===== config.mk =====
export PLATFORM = sky130hd
export DESIGN_NAME = rgrd_seq
export DESIGN_NICKNAME = d
export VERILOG_FILES = /design/src/hdl/rgrd_pkg.sv /design/src/hdl/rgrd_subtract.sv /design/src/hdl/rgrd_seq.sv
export VERILOG_INCLUDE_DIRS = /design/src /design/src/hdl
export SDC_FILE = /design/constraint.sdc
export NUM_CORES = 1
export LEC_CHECK = 0
export BUFFER_PORTS_ARGS = -buffer_cell sky130_fd_sc_hd__buf_2
export CAP_MARGIN = 25
export CORE_MARGIN = 2
export CORE_UTILIZATION = 45
export CTS_BUF_LIST = sky130_fd_sc_hd__clkbuf_8
export DETAILED_ROUTE_END_ITERATION = 7
export HOLD_SLACK_MARGIN = 0.15
export PLACE_DENSITY = 0.71
export SYNTH_ARGS = -nofsm -noshare
export SYNTH_HDL_FRONTEND = slang
export SYNTH_SLANG_ARGS = --single-unit

===== constraint.sdc =====
create_clock -name clk_i -period 9 [get_ports clk_i]
set_input_delay 0 -clock clk_i [delete_from_list [all_inputs] [get_ports clk_i]]
set_output_delay 0 -clock clk_i [all_outputs]
set_load 0.1 [all_outputs]

===== src/hdl/assert_macros.svh =====
// Assertion macros shared by the readability grade RTL.
`ifndef ASSERT_MACROS_SVH
`define ASSERT_MACROS_SVH

// Condition must hold at every clock edge outside reset.
`define ASSERT_ALWAYS(label, clk, rst_n, cond, msg) \
  label: assert property (@(posedge clk) disable iff (!rst_n) (cond)) else $error(msg);

// Consequent must hold in the same cycle as the antecedent.
`define ASSERT_IMPLY(label, clk, rst_n, ante, cons, msg) \
  label: assert property (@(posedge clk) disable iff (!rst_n) (ante) |-> (cons)) \
    else $error(msg);

// Consequent must hold in the cycle after the antecedent.
`define ASSERT_NEXT(label, clk, rst_n, ante, cons, msg) \
  label: assert property (@(posedge clk) disable iff (!rst_n) (ante) |=> (cons)) \
    else $error(msg);

`endif


===== src/hdl/rgrd_pkg.sv =====
// Shared types, constants and byte classifiers for the readability grade block.
`default_nettype none

package rgrd_pkg;

  // Default counter width.
  localparam int COUNT_BITS_DEF = 16;

  // Headroom above the counter width for the scaled grade terms.
  localparam int SCALE_HEADROOM = 13;

  // Coleman-Liau weights, scaled by one hundred.
  localparam int LETTER_WEIGHT   = 588;
  localparam int SENTENCE_WEIGHT = 2960;
  localparam int WORD_WEIGHT     = 1580;
  localparam int DIV_SCALE       = 100;

  // Grade output range.
  localparam int GRADE_BITS = 5;
  localparam logic [GRADE_BITS-1:0] GRADE_MAX = GRADE_BITS'(16);

  // Character codes.
  localparam logic [7:0] CHAR_UPPER_A = 8'h41;
  localparam logic [7:0] CHAR_UPPER_Z = 8'h5A;
  localparam logic [7:0] CHAR_LOWER_A = 8'h61;
  localparam logic [7:0] CHAR_LOWER_Z = 8'h7A;
  localparam logic [7:0] CHAR_TAB     = 8'h09;
  localparam logic [7:0] CHAR_CR      = 8'h0D;
  localparam logic [7:0] CHAR_SPACE   = 8'h20;
  localparam logic [7:0] CHAR_PERIOD  = 8'h2E;
  localparam logic [7:0] CHAR_QUEST   = 8'h3F;
  localparam logic [7:0] CHAR_EXCLAIM = 8'h21;

  // Sequencer states.
  typedef enum logic [2:0] {
    ST_IDLE,
    ST_SCALE,
    ST_SIGN,
    ST_DIVIDE,
    ST_EMIT
  } rgrd_state_e;

  // Handshake between the sequencer and the output register.
  typedef struct packed {
    logic ready;
    logic take;
  } rgrd_emit_t;

  function automatic logic is_letter(input logic [7:0] c);
    return ((c >= CHAR_UPPER_A) && (c <= CHAR_UPPER_Z)) ||
           ((c >= CHAR_LOWER_A) && (c <= CHAR_LOWER_Z));
  endfunction

  function automatic logic is_space(input logic [7:0] c);
    return (c == CHAR_SPACE) || ((c >= CHAR_TAB) && (c <= CHAR_CR));
  endfunction

  function automatic logic is_ender(input logic [7:0] c);
    return (c == CHAR_PERIOD) || (c == CHAR_QUEST) || (c == CHAR_EXCLAIM);
  endfunction

endpackage

`default_nettype wire


===== src/hdl/rgrd_subtract.sv =====
// Shared subtractor with a greater-or-equal flag from its borrow.
`default_nettype none

module rgrd_subtract #(
  parameter int WIDTH = rgrd_pkg::COUNT_BITS_DEF + rgrd_pkg::SCALE_HEADROOM
) (
  input  wire logic [WIDTH-1:0] a_i,
  input  wire logic [WIDTH-1:0] b_i,
  output logic      [WIDTH-1:0] diff_o,
  output logic                  ge_o
);
  import rgrd_pkg::*;

  logic [WIDTH:0] full;

  // One subtraction gives both the difference and the compare.
  assign full   = {1'b0, a_i} - {1'b0, b_i};
  assign diff_o = full[WIDTH-1:0];
  assign ge_o   = ~full[WIDTH];

endmodule

`default_nettype wire


===== src/hdl/rgrd_seq.sv =====
// Sequencer that scales the counts and divides by repeated subtraction.
`default_nettype none
`include "assert_macros.svh"

module rgrd_seq #(
  parameter int COUNT_BITS = rgrd_pkg::COUNT_BITS_DEF
) (
  input  wire logic                            clk_i,
  input  wire logic                            rst_ni,
  input  wire logic                            capture_i,
  input  wire logic [COUNT_BITS-1:0]           letters_i,
  input  wire logic [COUNT_BITS-1:0]           spaces_i,
  input  wire logic [COUNT_BITS-1:0]           sentences_i,
  input  wire logic                            take_i,
  output logic                                 busy_o,
  output rgrd_pkg::rgrd_emit_t                 emit_o,
  output logic [rgrd_pkg::GRADE_BITS-1:0]      grade_o,
  output logic [COUNT_BITS-1:0]                letters_o,
  output logic [COUNT_BITS:0]                  words_o,
  output logic [COUNT_BITS-1:0]                sentences_o
);
  import rgrd_pkg::*;

  localparam int WIDE = COUNT_BITS + SCALE_HEADROOM;

  rgrd_state_e state_q, state_d;

  logic [COUNT_BITS-1:0] l_q, l_d;
  logic [COUNT_BITS:0]   w_q, w_d;
  logic [COUNT_BITS-1:0] s_q, s_d;
  logic [WIDE-1:0]       pos_q, pos_d;
  logic [WIDE-1:0]       neg_q, neg_d;
  logic [WIDE-1:0]       div_q, div_d;
  logic [WIDE-1:0]       rem_q, rem_d;
  logic [GRADE_BITS-1:0] grade_q, grade_d;

  logic [WIDE-1:0] alu_a, alu_b, alu_diff;
  logic            alu_ge;

  // Operand select for the shared subtractor.
  assign alu_a = (state_q == ST_SIGN) ? pos_q : rem_q;
  assign alu_b = (state_q == ST_SIGN) ? neg_q : div_q;

  rgrd_subtract #(
    .WIDTH(WIDE)
  ) u_sub (
    .a_i   (alu_a),
    .b_i   (alu_b),
    .diff_o(alu_diff),
    .ge_o  (alu_ge)
  );

  // Next state and datapath control.
  always_comb begin
    state_d = state_q;
    l_d     = l_q;
    w_d     = w_q;
    s_d     = s_q;
    pos_d   = pos_q;
    neg_d   = neg_q;
    div_d   = div_q;
    rem_d   = rem_q;
    grade_d = grade_q;
    emit_o  = '0;
    case (state_q)
      ST_IDLE: begin
        if (capture_i) begin
          l_d     = letters_i;
          s_d     = sentences_i;
          w_d     = {1'b0, spaces_i} + (COUNT_BITS + 1)'(1);
          state_d = ST_SCALE;
        end
      end
      ST_SCALE: begin
        // Numerator terms and twice the divisor, all scaled by one hundred.
        pos_d   = WIDE'(l_q) * WIDE'(LETTER_WEIGHT);
        neg_d   = WIDE'(s_q) * WIDE'(SENTENCE_WEIGHT) + WIDE'(w_q) * WIDE'(WORD_WEIGHT);
        div_d   = WIDE'(w_q) * WIDE'(2 * DIV_SCALE);
        grade_d = '0;
        state_d = ST_SIGN;
      end
      ST_SIGN: begin
        // A negative grade stays zero; otherwise add half the divisor to round.
        if (alu_ge) begin
          rem_d   = {alu_diff[WIDE-2:0], 1'b0} + {1'b0, div_q[WIDE-1:1]};
          state_d = ST_DIVIDE;
        end else begin
          state_d = ST_EMIT;
        end
      end
      ST_DIVIDE: begin
        // One quotient step per cycle, stopping at the top grade.
        if (alu_ge && (grade_q != GRADE_MAX)) begin
          rem_d   = alu_diff;
          grade_d = grade_q + GRADE_BITS'(1);
        end else begin
          state_d = ST_EMIT;
        end
      end
      ST_EMIT: begin
        emit_o.ready = 1'b1;
        emit_o.take  = take_i;
        if (take_i) state_d = ST_IDLE;
      end
      default: state_d = ST_IDLE;
    endcase
  end

  always_ff @(posedge clk_i or negedge rst_ni) begin
    if (!rst_ni) begin
      state_q <= ST_IDLE;
    end else begin
      state_q <= state_d;
    end
  end

  // Working registers carry no reset.
  always_ff @(posedge clk_i) begin
    l_q     <= l_d;
    w_q     <= w_d;
    s_q     <= s_d;
    pos_q   <= pos_d;
    neg_q   <= neg_d;
    div_q   <= div_d;
    rem_q   <= rem_d;
    grade_q <= grade_d;
  end

  assign busy_o      = (state_q != ST_IDLE);
  assign grade_o     = grade_q;
  assign letters_o   = l_q;
  assign words_o     = w_q;
  assign sentences_o = s_q;

  `ASSERT_NEXT(a_capture_scales, clk_i, rst_ni, (state_q == ST_IDLE) && capture_i, state_q == ST_SCALE, "final byte did not start the grade calculation")
  `ASSERT_IMPLY(a_grade_range, clk_i, rst_ni, state_q == ST_EMIT, grade_q <= GRADE_MAX, "grade beyond top class")
  `ASSERT_IMPLY(a_quotient_done, clk_i, rst_ni, (state_q == ST_EMIT) && ($past(state_q) == ST_DIVIDE) && (grade_q != GRADE_MAX), rem_q < div_q, "division stopped with remainder not below divisor")

endmodule

`default_nettype wire


Yosys cells after proc, flatten, opt, wreduce, memory -nomap -nowiden
Cells that the tools add are included.
{ "classes": {"addsub": 5, "n_mul": 4, "n_div": 0, "order_cmp": 0, "n_eq_ne": 10, "shifts": 0, "n_mux": 13, "bitwise": 1, "n_reduce_logical": 9} }
{ "op_table": {"columns": ["cell", "count"], "rows": [
  ["29-bit two-way mux", 4],
  ["29-bit case mux with 2 select lines", 1],
  ["16-bit by 8-bit multiplier with 24-bit output, second input constant", 2],
  ["29-bit by 29-bit subtractor with 30-bit output", 1],
  ["28-bit by 28-bit adder with 29-bit output", 1],
  ["29-bit by 24-bit adder with 29-bit output", 1],
  ["17-bit by 9-bit multiplier with 26-bit output, second input constant", 1],
  ["17-bit by 5-bit multiplier with 22-bit output, second input constant", 1],
  ["16-bit by 1-bit adder with 17-bit output, second input constant", 1],
  ["3-bit case mux with 5 select lines", 1],
  ["3-bit two-way mux", 4],
  ["2-bit inequality test, second input constant", 5],
  ["5-bit case mux with 2 select lines", 1],
  ["3-bit by 2-bit equality test with 1-bit output, second input constant", 2],
  ["3-bit AND reduction", 2],
  ["5-bit by 1-bit adder with 5-bit output, second input constant", 1],
  ["5-bit two-way mux", 1],
  ["5-bit inequality test, second input constant", 1],
  ["2-bit AND reduction", 2],
  ["2-bit nonzero test", 2],
  ["3-bit by 1-bit equality test with 1-bit output, second input constant", 1],
  ["3-bit equality test, second input constant", 1],
  ["3-bit zero test", 1],
  ["3-bit nonzero test", 1],
  ["3 further kinds", 3]
]} }
{ "word_totals": {"register_bits": 161, "latch_bits": 0, "ramBits": 0, "romBits": 0, "in_bits": 52, "out_inout_bits": 57, "elab_cells": 51, "memories": 0} }

Logic depth before layout (Yosys ltp)
{ "logic_depth": {"word_depth": 7, "mapped_depth": 27, "ltp_nobuf": 27} }

Cells and area by module
A second synthesis with hierarchy kept.
{ "hier_totals": {"cells_unflattened": 1921, "hier_area_um2": 18527.8} }
{ "by_module_without_submodules": {"columns": ["mod", "n_inst", "cells_each", "area_each_um2", "seq_area_each_um2"], "rows": [
  ["rgrd_seq", 1, 1641, 16709.8, 4729.5],
  ["rgrd_subtract", 1, 280, 1818.0, 0.0]
]} }

Worst setup path after synthesis
Ideal clock, no wire load.
{ "synth_timing": {"kind": "flip-flop to flip-flop", "startpoint": "reg w_q[3] (netlist: words_o[3])", "endpoint": "reg neg_q[27] (data pin)", "setup_time_ns": 0.258, "arrival_time_ns": 6.026, "required_ns": 8.742, "path_slack_ns": 2.717, "path_stages_with_launch": 24, "path_buffers": 1, "period_less_slack_ns": 6.283, "cell_sequence": "edfxtp_1 -> ha_1 -> inv_1 -> fa_1 -> fa_1 -> fa_1 -> inv_1 -> ha_1 -> clkbuf_1 -> a21o_1 -> a21oi_1 -> nor3b_1 -> a211oi_1 -> nor3_1 -> xnor2_1 -> ha_1 -> a21o_1 -> a21o_1 -> or3_1 -> a211o_1 -> nand2_1 -> o2111ai_1 -> a21oi_1 -> xnor2_1"} }
{ "synth_via": {"elab_chain_cells": 2} }
{ "synth_lines": {"columns": ["element", "line", "rtl"], "rows": [
  ["from (decl)", "rgrd_seq.sv:29", "logic [COUNT_BITS:0] w_q, w_d;"],
  ["from (signal assigned)", "rgrd_seq.sv:120", "w_q <= w_d;"],
  ["17-bit by 9-bit multiplier with 26-bit output", "rgrd_seq.sv:77", "neg_d = WIDE'(s_q) * WIDE'(SENTENCE_WEIGHT) + WIDE'(w_q) * WIDE'(WORD_WEIGHT);"],
  ["28-bit by 28-bit adder with 29-bit output", "rgrd_seq.sv:77", null],
  ["to (signal assigned)", "rgrd_seq.sv:123", "neg_q <= neg_d;"],
  ["to (decl)", "rgrd_seq.sv:32", "logic [WIDE-1:0] neg_q, neg_d;"]
]} }
No other way between the ends.
A chain may end at the register's enable or synchronous reset.

Worst setup path in the final report
{ "layout_timing": {"startpoint": "reg s_q[1] (netlist: sentences_o[1])", "endpoint": "reg neg_q[27] (data pin)"} }
{ "layout_via": {"elab_chain_cells": 2} }
{ "layout_lines": {"columns": ["element", "line", "rtl"], "rows": [
  ["from (decl)", "rgrd_seq.sv:30", "logic [COUNT_BITS-1:0] s_q, s_d;"],
  ["from (signal assigned)", "rgrd_seq.sv:121", "s_q <= s_d;"],
  ["16-bit by 8-bit multiplier with 24-bit output", "rgrd_seq.sv:77", null],
  ["28-bit by 28-bit adder with 29-bit output", "rgrd_seq.sv:77", null]
]} }
No other way between the ends.

==> run summary <==
Status -> finished, final reports clean
Crit end category -> register
Site Rows -> 72
Hold_sp -> letters_i[9]
Placed cell areas -> 18,900 µm²
Async set-reset flop share out of synthesis -> 1.90%
Seq/Total Area, Yosys -> 26.7%
DRC -> 0
Crit share post-route -> 68.7%
CP required -> 9260 ps
Initial Util -> 45.7%
Mapped Area -> 17,700 µm²
Cts bufs inserted -> 17
Max Clk Rate -> 162 MHz
Beginning of the critical path -> sentences_o[1]
Global router's overall resource usage -> 19.8%
Syn Area/Cell -> 10.0 µm²
Slew headroom -> 38.2%
Nets@finish -> 2,425
Initial antenna violation count -> 1
CTS Buffer Depth -> 2
Grt ovf -> 0
Crit path DAT -> 6450 ps
I/O Buffers -> 108
Initial DRC Count -> 568
Worst-margin pin slew -> 927 ps
Core area -> 38,700 µm²
H-tree depth -> 4
Setup Skew -> 17.8 ps
RSZ-0062 raised after global routing -> false
#FFs+latches synth -> 158
Final Hold Viols -> 0
ANT nets after route -> 0
Ys flop type -> edfxtp_1
Delay of the slowest critical-path stage -> 540 ps
First-pass GRT wire length -> 64.8 mm
Max Transition Viols Final -> 0
Synth area leaders -> edfxtp_1, ha_1, fa_1
Clock Latency Late Sink -> 510 ps
Hold/Removal Path Class -> input pin to register
Sum Neg Setup Slack -> 0 ps
Layout overhead on the synthesized area -> 12.7%
Worst-path maximum fanout -> 7
Pin count of the biggest net entering global routing -> 73
Die Area -> 41,000 µm²
Slowest cell on the critical path -> edfxtp_1
Routed len/inst -> 15.8 µm
Crit-path most repeated cell -> inv_1
Die width -> 202 µm
CTS clk-pin slew, worst paths -> 100 ps
Syn Nets -> 2,240
Most frequent cells in the layout -> inv_1, ha_1, edfxtp_1
Crit path kind -> register to register
Max-cap violation count -> 0
Ant. Diodes -> 0
DPL Wire Length -> 31.5 mm
DIE HEIGHT -> 202 µm
Final hold slack -> 197 ps
CP delay by family, top -> adder cells
Mapped Cells -> 1,770
Vias per cell -> 5.21
Post-layout min period -> 6180 ps
Share of cells above drive strength 1 -> 10.4%
Router iterations before antenna repair -> 5
CTS tree -> yes
Crit path buf inv count -> 4
Fillers -> 3,534
Total number of vias -> 13,000
Area leader, netlist -> edfxtp_1
GP Congestion -> 0.896
Crit Reg-Reg Startpoint -> sentences_o[1]
I/O pin count -> 109
Number of flops mapped to enable cells by yosys -> 155
Distinct cells, synth -> 72
Crit start category -> register
Finished Cell Area -> 20,000 µm²
Synth top area share -> 26.3%
Clock sink count -> 158
Syn. warnings -> 0
Final setup vio count -> 0
CTS Root Cell -> clkbuf_8
Most common cell after layout, fill and taps aside -> inv_1
Drt total wl -> 39.3 mm
Post-CTS Setup Bufs -> 0
Vias in the first global route -> 13,200
[through the flow]
stage | setup slack (ps) | utilization (%) | std cells
3_3_place_gp | 3000 | 48.8 | 2386
5_1_grt | 2470 | 51.5 | 2486
2_1_floorplan | 2720 | - | 1770
3_5_place_dp | 2860 | 48.8 | 2386
4_1_cts | 2830 | 51.5 | 2486
6_report | 2820 | 51.5 | 2486
[final cells by class]
cell class,count,area [µm²],area share [%]
Inverter,314,1180,5.90
Clock buffer,17,234,1.17
Sequential cell,158,4730,23.7
Timing Repair Buffer,182,1270,6.34
Clock inverter,15,153,0.765
Tap cell,518,648,3.25
Multi-Input combinational cell,1282,11800,58.9
[final timing paths]
kind                       slack (ps)            to  cells after the start
max                              2820     neg_q[27]                     25
min                               200  letters_o[9]                      2
max reg2reg                      2820     neg_q[27]                     25
min reg2reg                       530    state_q[1]                      1
max in group asynchronous        8490    state_q[2]                      3
min in group asynchronous         360    state_q[1]                      3
[cells in the mapped netlist (9+ instances only)]
| cell type | n |
|---|---|
| mux2_2 | 25 |
| ha_1 | 303 |
| fa_1 | 115 |
| and3_1 | 22 |
| inv_1 | 314 |
| o21a_1 | 16 |
| o21ai_1 | 27 |
| nand4_1 | 9 |
| nand2b_1 | 16 |
| or3_1 | 9 |
| nor2b_1 | 16 |
| xnor2_1 | 97 |
| mux2i_1 | 26 |
| o21ai_0 | 46 |
| a21oi_1 | 102 |
| nand3_1 | 36 |
| nor3_1 | 33 |
| nand2_1 | 69 |
| o211ai_1 | 11 |
| a21o_1 | 45 |
| nor2_1 | 91 |
| clkbuf_1 | 14 |
| o21bai_1 | 10 |
| xor2_1 | 48 |
| a211oi_1 | 13 |
| edfxtp_1 | 155 |
[state kept, by name, summed over array words and instances (netlist names)]
name         cells
sentences_o     16
letters_o       16
div_q           22
state_q          3
grade_o          5
neg_q           26
words_o         17
pos_q           24
rem_q           29
[metal layers]
layer | track usage (%) | part of all wire (%)
met5 | 0 | 0
met4 | 4.72 | 1.7
met3 | 2.95 | 3.6
met2 | 35.2 | 50
met1 | 25.4 | 45
[repair_timing]
item | in CTS | in global routing
hold buffers | 68 | 0
hold endpoints to repair | 54 | 0
gates resized for setup | 0 | 0
[worst register-to-register path: cells and delay by family (launching register included)]
| kind | cells | cell delay (ps) |
|---|---|---|
| AO/OA/AOI/OAI | 10 | 1820 |
| flip-flops | 1 | 540 |
| buffers and inverters | 4 | 230 |
| XOR/XNOR | 2 | 240 |
| adder cells (fa/ha/maj) | 6 | 2610 |
| AND/OR/NAND/NOR | 3 | 510 |
[cell families after synthesis]
family	share of synthesized area (%)
and+or+nand+nor	9.15
AOI/OAI and AO/OA	12.3
xor gates and xnor gates	7.26
DFF	26.7
adders and majority gates	34.4
buffers and inverters	7.00
muxes	3.18
Power is not shown: default switching activity piles up to over one toggle a cycle in this logic, so the estimate is an artifact.
