File: src/hdl/assert_macros.svh
// Assertion macros shared by the readability grade RTL.
`ifndef ASSERT_MACROS_SVH
`define ASSERT_MACROS_SVH

// Condition must hold at every clock edge outside reset.
`define ASSERT_ALWAYS(label, clk, rst_n, cond, msg) \
  label: assert property (@(posedge clk) disable iff (!rst_n) (cond)) else $error(msg);

// Consequent must hold in the same cycle as the antecedent.
`define ASSERT_IMPLY(label, clk, rst_n, ante, cons, msg) \
  label: assert property (@(posedge clk) disable iff (!rst_n) (ante) |-> (cons)) \
    else $error(msg);

// Consequent must hold in the cycle after the antecedent.
`define ASSERT_NEXT(label, clk, rst_n, ante, cons, msg) \
  label: assert property (@(posedge clk) disable iff (!rst_n) (ante) |=> (cons)) \
    else $error(msg);

`endif

File: src/hdl/rgrd_pkg.sv
// Shared types, constants and byte classifiers for the readability grade block.
`default_nettype none

package rgrd_pkg;

  // Default counter width.
  localparam int COUNT_BITS_DEF = 16;

  // Headroom above the counter width for the scaled grade terms.
  localparam int SCALE_HEADROOM = 13;

  // Coleman-Liau weights, scaled by one hundred.
  localparam int LETTER_WEIGHT   = 588;
  localparam int SENTENCE_WEIGHT = 2960;
  localparam int WORD_WEIGHT     = 1580;
  localparam int DIV_SCALE       = 100;

  // Grade output range.
  localparam int GRADE_BITS = 5;
  localparam logic [GRADE_BITS-1:0] GRADE_MAX = GRADE_BITS'(16);

  // Character codes.
  localparam logic [7:0] CHAR_UPPER_A = 8'h41;
  localparam logic [7:0] CHAR_UPPER_Z = 8'h5A;
  localparam logic [7:0] CHAR_LOWER_A = 8'h61;
  localparam logic [7:0] CHAR_LOWER_Z = 8'h7A;
  localparam logic [7:0] CHAR_TAB     = 8'h09;
  localparam logic [7:0] CHAR_CR      = 8'h0D;
  localparam logic [7:0] CHAR_SPACE   = 8'h20;
  localparam logic [7:0] CHAR_PERIOD  = 8'h2E;
  localparam logic [7:0] CHAR_QUEST   = 8'h3F;
  localparam logic [7:0] CHAR_EXCLAIM = 8'h21;

  // Sequencer states.
  typedef enum logic [2:0] {
    ST_IDLE,
    ST_SCALE,
    ST_SIGN,
    ST_DIVIDE,
    ST_EMIT
  } rgrd_state_e;

  // Handshake between the sequencer and the output register.
  typedef struct packed {
    logic ready;
    logic take;
  } rgrd_emit_t;

  function automatic logic is_letter(input logic [7:0] c);
    return ((c >= CHAR_UPPER_A) && (c <= CHAR_UPPER_Z)) ||
           ((c >= CHAR_LOWER_A) && (c <= CHAR_LOWER_Z));
  endfunction

  function automatic logic is_space(input logic [7:0] c);
    return (c == CHAR_SPACE) || ((c >= CHAR_TAB) && (c <= CHAR_CR));
  endfunction

  function automatic logic is_ender(input logic [7:0] c);
    return (c == CHAR_PERIOD) || (c == CHAR_QUEST) || (c == CHAR_EXCLAIM);
  endfunction

endpackage

`default_nettype wire

File: src/hdl/rgrd_counter.sv
// Byte classifier and saturating letter, whitespace and sentence counters.
`default_nettype none

module rgrd_counter #(
  parameter int COUNT_BITS = rgrd_pkg::COUNT_BITS_DEF
) (
  input  wire logic                  clk_i,
  input  wire logic                  rst_ni,
  input  wire logic                  accept_i,
  input  wire logic [7:0]            char_code_i,
  input  wire logic                  last_char_i,
  output logic      [COUNT_BITS-1:0] letters_next_o,
  output logic      [COUNT_BITS-1:0] spaces_next_o,
  output logic      [COUNT_BITS-1:0] sentences_next_o
);
  import rgrd_pkg::*;

  logic [COUNT_BITS-1:0] letter_q, letter_d;
  logic [COUNT_BITS-1:0] space_q, space_d;
  logic [COUNT_BITS-1:0] sentence_q, sentence_d;

  // Counts including the current byte, each held at its maximum.
  always_comb begin
    letters_next_o   = letter_q;
    spaces_next_o    = space_q;
    sentences_next_o = sentence_q;
    if (is_letter(char_code_i)) begin
      if (letter_q != '1) letters_next_o = letter_q + COUNT_BITS'(1);
    end else if (is_space(char_code_i)) begin
      if (space_q != '1) spaces_next_o = space_q + COUNT_BITS'(1);
    end else if (is_ender(char_code_i)) begin
      if (sentence_q != '1) sentences_next_o = sentence_q + COUNT_BITS'(1);
    end
  end

  // The final byte of a text hands its counts on and clears the tallies.
  always_comb begin
    letter_d   = letter_q;
    space_d    = space_q;
    sentence_d = sentence_q;
    if (accept_i) begin
      if (last_char_i) begin
        letter_d   = '0;
        space_d    = '0;
        sentence_d = '0;
      end else begin
        letter_d   = letters_next_o;
        space_d    = spaces_next_o;
        sentence_d = sentences_next_o;
      end
    end
  end

  always_ff @(posedge clk_i or negedge rst_ni) begin
    if (!rst_ni) begin
      letter_q   <= '0;
      space_q    <= '0;
      sentence_q <= '0;
    end else begin
      letter_q   <= letter_d;
      space_q    <= space_d;
      sentence_q <= sentence_d;
    end
  end

endmodule

`default_nettype wire

File: config.mk
export PLATFORM = sky130hd
export DESIGN_NAME = rgrd_counter
export DESIGN_NICKNAME = d
export VERILOG_FILES = /design/src/hdl/assert_macros.svh /design/src/hdl/rgrd_pkg.sv /design/src/hdl/rgrd_counter.sv
export SDC_FILE = /design/constraint.sdc
export NUM_CORES = 1
export LEC_CHECK = 0
export BUFFER_PORTS_ARGS = -buffer_cell sky130_fd_sc_hd__buf_2
export CAP_MARGIN = 0
export CORE_MARGIN = 1
export CORE_UTILIZATION = 40
export DETAILED_ROUTE_END_ITERATION = 10
export PLACE_DENSITY = 0.69
export SLEW_MARGIN = 10
export SYNTH_ARGS = -nofsm -noshare
export SYNTH_HDL_FRONTEND = slang
export SYNTH_SLANG_ARGS = --single-unit
File: constraint.sdc
create_clock -name clk_i -period 3.1 [get_ports clk_i]
set_clock_uncertainty 0.15 [all_clocks]
set_input_delay 0.31 -clock clk_i [delete_from_list [all_inputs] [get_ports clk_i]]
set_output_delay 0.31 -clock clk_i [all_outputs]
set_load 0.1 [all_outputs]
* Word level (Yosys, flattened, before mapping)
Index checks and enable logic that the tools add are counted.
** Cells by class
- Muxes and demuxes :: 12
- $lt $le $gt $ge :: 6
- Add/sub/neg operators :: 3
- Equality and inequality tests :: 7
- Reduce and logical (&&, ||, !) cells :: 7
** Operator list (number)
- $mux 16 :: 12
- $add 16x1->16 const B :: 3
- $ne 16x16->1 const B :: 3
- $eq 8x6->1 const B :: 4
- $ge 8x7->1 const B :: 2
- $le 8x7->1 const B :: 2
- $ge 8x4->1 const B :: 1
- $le 8x4->1 const B :: 1
- $logic_or 1x1->1 :: 4
- $logic_and 1x1->1 :: 3
** Storage, ports and cells
- Flip-flop bits (word level) :: 48
- Word-level logic and storage cells :: 38
- Input port bits :: 12
- Output and inout bits :: 48

* Depth between registers and ports, before layout
Gate-level depths: netlist (run 1).
- Depth in word-level cells :: 7
- Gate-level depth with buffers :: 9
- Gate-level depth less buffers :: 6

* Worst setup path before layout (run 1)
No wires, ideal clock.
- Path type :: register -> output
- Start point :: register sentence_q[0]
- End point :: output port sentences_next_o[13]
- Path buffers :: 1
- Slack :: -0.877 ns
- Arrival time :: 3.517 ns
- Stages on the path, launching flop included :: 7
- Data required time :: 2.640 ns
- Path through :: dfrtp_1 > ha_1 > and4_1 > and2_0 > clkbuf_1 > nand4_1 > o21ai_0
** On the way
- Longest elaborated chain between the ends :: 5
- Elaborated cells between the ends (all ways) :: 6
- Those cells by class :: add/sub (1); eq/ne (1); mux (4)
** Ends and longest elaborated chain
- start, declared :: line rgrd_counter.sv:20 : logic [COUNT_BITS-1:0] sentence_q, sentence_d;
- start signal, assigned :: line rgrd_counter.sv:62 : sentence_q <= sentence_d;
- $add 16x1->16 or $ne 16x16->1 (tied branches) :: line rgrd_counter.sv:32 : if (sentence_q != '1) sentences_next_o = sentence_q + COUNT_BITS'(1);
- $mux 16 (*) :: line rgrd_counter.sv:32
- $mux 16 (*) :: line rgrd_counter.sv:31 : end else if (is_ender(char_code_i)) begin
- $mux 16 (*) :: line rgrd_counter.sv:29 : end else if (is_space(char_code_i)) begin
- $mux 16 (*) :: line rgrd_counter.sv:27 : if (is_letter(char_code_i)) begin
- end, declared :: line rgrd_counter.sv:14 : output logic [COUNT_BITS-1:0] sentences_next_o
Mark *: on every way between the ends. The rest lies on a longest branch, timed or not.

* Final worst setup path (run 1)
- Start point :: register sentence_q[0]
- End point :: output port sentences_next_o[10]
The elaborated chain is that of the path after synthesis.

==> metrics.md, run 1 <==
| Metric | Value |
|---|---|
| Status | finished, final reports clean |
| Placed Area | 5320 um2 |
| Buf/Inv on CP | 2 |
| CP top delay family | simple AND/OR/NAND/NOR gates |
| Core Area | 9280 um2 |
| Slew Viols, Final | 0 |
| Die Y | 100 um |
| Ant diodes | 0 |
| Yosys cell types | 74 |
| Final GP Congestion | 0.842 |
| Net count, final | 528 |
| Initial Utilization | 41.5% |
| Tmin final | 3.00 ns |
| Port Buf Inserts | 59 |
| Gr ovfl total | 0 |
| Global-route wire length before repair | 17.9 mm |
| DRT Pass-1 Iters | 6 |
| Cells after Synth | 453 |
| CTS tree | built |
| Share of cells above drive strength 1 | 30.4% |
| Crit path max fanout | 15 |
| Total Power | 2.00 mW |
| Full die area | 10000 um2 |
| Pwr Density | 362 nW/um2 |
| EDFF count, synth | 0 |
| Via count | 3905 |
| DR iter-0 viols | 321 |
| PnR worst setup slack | 0.101 ns |
| GR Util All Layers | 22.1% |
| Final ANT Viol Nets | 0 |
| Crit path kind | reg -> out |
| Primary FF master, synth | dfrtp_1 |
| Number of cell rows | 35 |
| DR WL/cell | 16.8 um |
| Setup crit start kind | flop |
| H-tree levels | 2 |
| Fill cells | 820 |
| Storage cell area | 1210 um2 |
| Die X | 100 um |
| Tcrit/Tclk final | 96.7% |
| Avg Cell Area, Syn | 8.52 um2 |
| Detailed Place HPWL | 7.62 mm |
| Worst slew pin tran | 0.503 ns |
| Final setup fails | 0 |
| CP max-delay cell | dfrtp_2 |
| DR vias/cell | 6.07 |
| Commonest cells after routing, fill and taps aside | nand2_1 (50), dfrtp_1 (43), buf_12 (42) |
| Routed wire length | 10.8 mm |
| Levels on crit path | 8 |
| Fin. Hold Viols | 0 |
| Clock root buffer | clkbuf_8 |
| Clock Latency Late Sink | 0.30 ns |
| Worst-case clock buffer depth | 2 |
| Post-route design area | 5520 um2 |
| Vias in the first global route | 3678 |
| Ys Warns | 0 |
| Sequential cell area fraction in the yosys report | 31.1% |
| Reg2Reg Depth | 8 |
| CP endpoint kind | output port |
| CP Cell Sequence | ha_1, and4_1, nand4b_1, and3_1, buf_6, nand4_1, xnor2_4, buf_12 |
| Seq cells post-synth | 48 |
| Maxcap violations | 0 |
| Worst min path class | in -> async |
| Peak VDD IR | 0.230 mV |
| Lkg Pwr | 2.28 nW |
| Worst Path Arrival | 2.54 ns |
| Mapped Area | 3860 um2 |
| Synth async-reset ratio | 100% |
| Number of I/O pins | 60 |
| Achievable Freq | 333 MHz |
| # DRC | 0 |
| Post-Place Worst Slack | 0.139 ns |
| Cts bufs inserted | 5 |
| CP required | 2.64 ns |
| Worst path max stage delay | 0.47 ns |
| Worst-path clk slew | 0.09 ns |
| Area Growth Syn to Fin | 43.0% |
| Largest net degree at the start of global routing | 41 |
| Worst slew margin | 66.4% |
| Antenna violations before repair | 0 |
| Clock Sinks | 48 |
| Mapped Nets | 468 |
| Area of the multi-input gates | 2840 um2 |
| Commonest non-fill, non-tap cell in the layout | nand2_1 |
registers in the layout, indices dropped and copies added, names as in the netlist:
name        cells
sentence_q     16
space_q        16
letter_q       16
kinds of logic (layout without fill, tap and decap cells):
family / Yosys count / count (layout) / synth area share [%]
AOI/OAI and AO/OA: 110 / 110 / 23.6
xor gates and xnor gates: 37 / 37 / 8.40
muxes: 10 / 10 / 2.79
adders and majority gates: 3 / 3 / 0.973
buffers and inverters: 46 / 107 / 4.80
and+or+nand+nor: 199 / 199 / 28.3
DFF: 48 / 48 / 31.1
synth_stat cells, types with 7 or more instances:
| master | count | area, um2 |
|---|---|---|
| a21oi_1 | 14 | 70.1 |
| nor2_1 | 23 | 86.3 |
| clkbuf_1 | 27 | 101 |
| nor2b_1 | 10 | 62.6 |
| o21ai_0 | 14 | 70.1 |
| and4_1 | 8 | 70.1 |
| nor3_1 | 7 | 35.0 |
| xnor2_1 | 32 | 280 |
| nand2_1 | 50 | 188 |
| nand3_1 | 20 | 100 |
| inv_1 | 14 | 52.6 |
| nand4_1 | 22 | 138 |
| dfrtp_1 | 48 | 1200 |
| a311o_1 | 8 | 80.1 |
| and3_1 | 16 | 100 |
| nor4_1 | 12 | 75.1 |
layer usage:
metal / wire length, um / vias to the layer above / GRT usage (%)
li1: - / 1848 / -
met1: 5120 / 1922 / 32.1
met2: 5090 / 123 / 35.5
met3: 484 / 12 / 2.16
met4: 122 / 0 / 5.46
met5: 0 / - / 0
power breakdown:
part	internal [mW]	switching (mW)
registers	0.664	0.0657
clock network	0.285	0.222
logic	0.274	0.485
path summary, 6_finish.rpt:
path	startpoint	endpoint	slack, ns
max in group asynchronous	rst_ni	space_q[4]	1.68
hold / removal	rst_ni	space_q[11]	0.29
hold reg to reg	sentence_q[11]	sentence_q[11]	0.42
min in group clk_i	last_char_i	letter_q[0]	0.34
setup / recovery	sentence_q[0]	sentences_next_o[10]	0.10
setup reg to reg	sentence_q[0]	sentence_q[10]	0.61
through the flow:
step	instances	hold WS, ns	utilization [%]	TNS (ns)
2_1_floorplan	453	-0.136	-	-0.769
3_5_place_dp	632	0.0789	57.3	0
3_3_place_gp	632	0.0737	57.3	0
4_1_cts	641	0.282	58.8	0
6_report	643	0.286	59.4	0
5_1_grt	643	0.310	59.4	-0.00380
timing repair:
item / 4_1_cts / 5_1_grt
setup buffers: 0 / 2
endpoints found under the setup margin: 0 / 18
hold buffers: 1 / 0
resized for setup: 0 / 14
endpoints found under the hold margin: 12 / 0
layout make-up:
| type | count | share of cell area [%] |
|---|---|---|
| Timing Repair Buffer | 84 | 20.3 |
| Tap cell | 129 | 2.93 |
| Sequential cell | 48 | 21.9 |
| Clock buffer | 7 | 1.75 |
| Inverter | 15 | 1.02 |
| Multi-Input combinational cell | 359 | 51.5 |
| Clock inverter | 1 | 0.544 |
worst register-to-register path, stage by stage (launching register included):
cell and delay, ns:
dfrtp_2 0.47, ha_1 0.26, and4_1 0.25, nand4b_1 0.18, and3_1 0.19, buf_6 0.17
nand4_1 0.27, buf_4 0.24, a31o_2 0.23
Power figures use the tool's default switching activity.
==> inputs of run 2 (changes only) <==
Settings changed: REMOVE_ABC_BUFFERS set to 1.
Clock period 3.1 ns to 3.2 ns, I/O delays scaled along.
==> run 2 against run 1 <==
Die area did not move. Combinational power down 12%. Worst hold slack got worse by 0.0086 ns. Critical endpoint is now spaces_next_o[1].
==> metrics.md, run 2 (synthesized netlist as in run 1, its figures left out) <==
| Metric | Value |
|---|---|
| GR Util All Layers | 21.4% (-0.69 points) |
| Detailed Place HPWL | 7.44 mm (-2.3%) |
| Part of the power in registers | 38.6% (+2.1 points) |
| Clock power frac | 24.8% (-0.6 points) |
| Fin. Hold Viols | 0 (unchanged) |
| Worst-path clk slew | 0.10 ns (about the same) |
| DR vias/cell | 6.07 (about the same) |
| Status | finished, final reports clean |
| Worst-case clock buffer depth | 2 (unchanged) |
| Clock root buffer | clkbuf_8 |
| Switching Power | 0.738 mW (-4.5%) |
| Area Growth Syn to Fin | 29.6% |
| CP endpoint kind | output port |
| Setup crit start kind | flop |
| CP required | 2.73 ns (+0.09 ns) |
| Worst slew pin tran | 0.871 ns (+0.368 ns) |
| Initial Utilization | 41.5% (unchanged) |
| Routed wire length | 10.5 mm (-3.3%) |
| Global-route wire length before repair | 17.4 mm (-2.4%) |
| RSZ-0062 raised after global routing | false |
| Final Util | 53.9% (-5.6 points) |
| Worst min path class | in -> reg |
| Antenna violations before repair | 0 (unchanged) |
| Maxcap violations | 0 (unchanged) |
| # DRC | 0 (unchanged) |
| Worst slew margin | 41.8% (-25 points) |
| Final setup fails | 0 (unchanged) |
| Share of cells above drive strength 1 | 22.2% (-8.1 points) |
| Peak VDD IR | 0.329 mV (+43%) |
| Tmin final | 3.10 ns |
| DR iter-0 viols | 245 (-24%) |
| Core Area | 9280 um2 (unchanged) |
| PnR worst setup slack | 0.0982 ns (-0.00308 ns) |
| Largest net degree at the start of global routing | 36 (-12%) |
| Port Buf Inserts | 59 (unchanged) |
| Post-route design area | 5000 um2 (-9.4%) |
| Number of cell rows | 35 (unchanged) |
| Full die area | 10000 um2 (unchanged) |
| DR WL/cell | 16.4 um (-2.4%) |
| Cts bufs inserted | 5 (unchanged) |
| Tcrit/Tclk final | 96.9% |
| Commonest non-fill, non-tap cell in the layout | nand2_1 |
| Lkg Pwr | 1.99 nW (-13%) |
| CTS tree | built |
| Final ANT Viol Nets | 0 (unchanged) |
| Commonest cells after routing, fill and taps aside | nand2_1 (50), dfrtp_1 (45), buf_12 (34) |
| Post-Place Worst Slack | 0.195 ns (+0.0561 ns) |
| Die X | 100 um (unchanged) |
| Placed Area | 4820 um2 (-9.4%) |
| Switching share of power | 40.4% (+1.7 points) |
| Crit path kind | reg -> out |
| Clock Sinks | 48 (unchanged) |
| Crit path max fanout | 11 (-4) |
| Die Y | 100 um (unchanged) |
| Vias in the first global route | 3638 (-1.1%) |
| Number of I/O pins | 60 (unchanged) |
| DRT Pass-1 Iters | 5 (-1) |
| Slew Viols, Final | 0 (unchanged) |
| Net count, final | 522 (-1.1%) |
| Gr ovfl total | 0 (unchanged) |
| Fill cells | 885 (+7.9%) |
| Total Power | 1.83 mW (-8.6%) |
| Setup TNS | 0 ns (unchanged) |
| Internal | 1.09 mW (-11%) |
| Via count | 3865 (-1.0%) |
| Achievable Freq | 322 MHz |
| Logic pwr share | 36.6% (-1.4 points) |
| Pwr Density | 365 nW/um2 (+0.91%) |
| Worst Path Arrival | 2.63 ns (+0.09 ns) |
| Regs by FF count | letter_q (16), sentence_q (16), space_q (16) |
| Final GP Congestion | 0.949 (+13%) |
| H-tree levels | 2 (unchanged) |
| Clock Latency Late Sink | 0.30 ns (about the same) |
| Ant diodes | 0 (unchanged) |
run 2: changes by cell type in the layout (fill, tap and decap cells not counted), moves of 4 or more:
| cell | before | now |
|---|---|---|
| buf_2 | 16 | 23 |
| buf_4 | 23 | 18 |
| xnor2_4 | 5 | 0 |
| xnor2_2 | 23 | 1 |
| xnor2_1 | 4 | 31 |
| xor2_1 | 1 | 5 |
| buf_12 | 42 | 34 |
run 2: worst paths after layout:
check | startpoint | endpoint | slack (ns) | cells after the start
max in group asynchronous | rst_ni | letter_q[10] | 1.74 | 3
min in group asynchronous | rst_ni | space_q[7] | 0.51 | 2
hold / removal | accept_i | letter_q[1] | 0.28 | 2
setup reg to reg | letter_q[0] | letter_q[5] | 0.80 | 6
hold reg to reg | sentence_q[3] | sentence_q[3] | 0.42 | 1
setup / recovery | space_q[4] | spaces_next_o[1] | 0.1 | 5
run 2: worst max-delay path: stages, from the launching register on:
cell and delay [ns]:
dfrtp_1 0.56, nand4_1 0.26, or4_1 0.56, o211ai_1 0.26
mux2_2 0.39, buf_2 0.29
run 2: layout make-up:
cell class	instances	area (um2)	area share, %
multi-input cells	359	2510	50.2
flip-flops and latches	48	1200	24.1
repair buffers	78	956	19.1
well taps	129	161	3.23
clock buffers	5	68.8	1.38
inverters	15	56.3	1.13
clock inverters	3	42.5	0.851
run 2: repair_timing:
action                                 4_1_cts  5_1_grt
gates resized for setup                      2       10
setup endpoints to repair                    1       14
setup buffers                                0        1
endpoints found under the hold margin       33        0
hold buffers                                 1        0
cloned                                       0        0
run 2: per-stage QoR:
step	hold WS, ns	std cells
2_1_floorplan	-0.126	422
3_3_place_gp	0.317	627
3_5_place_dp	0.317	627
4_1_cts	0.271	636
5_1_grt	0.289	637
6_report	0.277	637
run 2: per-layer routing:
layer,vias up,wire (um),GRT usage [%]
li1,1829,-,-
met1,1879,4670,29.9
met2,140,4900,34.4
met3,17,711,2.72
met4,0,167,7.02
met5,-,0,0
run 2: power by group through the flow:
stage / Clock [mW] / Sequential, mW / Combinational [mW]
after floorplan: 0 / 0.700 / 0.436
after global placement: 0 / 0.711 / 0.657
after detailed placement: 0 / 0.715 / 0.663
after CTS: 0.462 / 0.703 / 0.667
after global routing: 0.484 / 0.715 / 0.696
final: 0.453 / 0.704 / 0.668
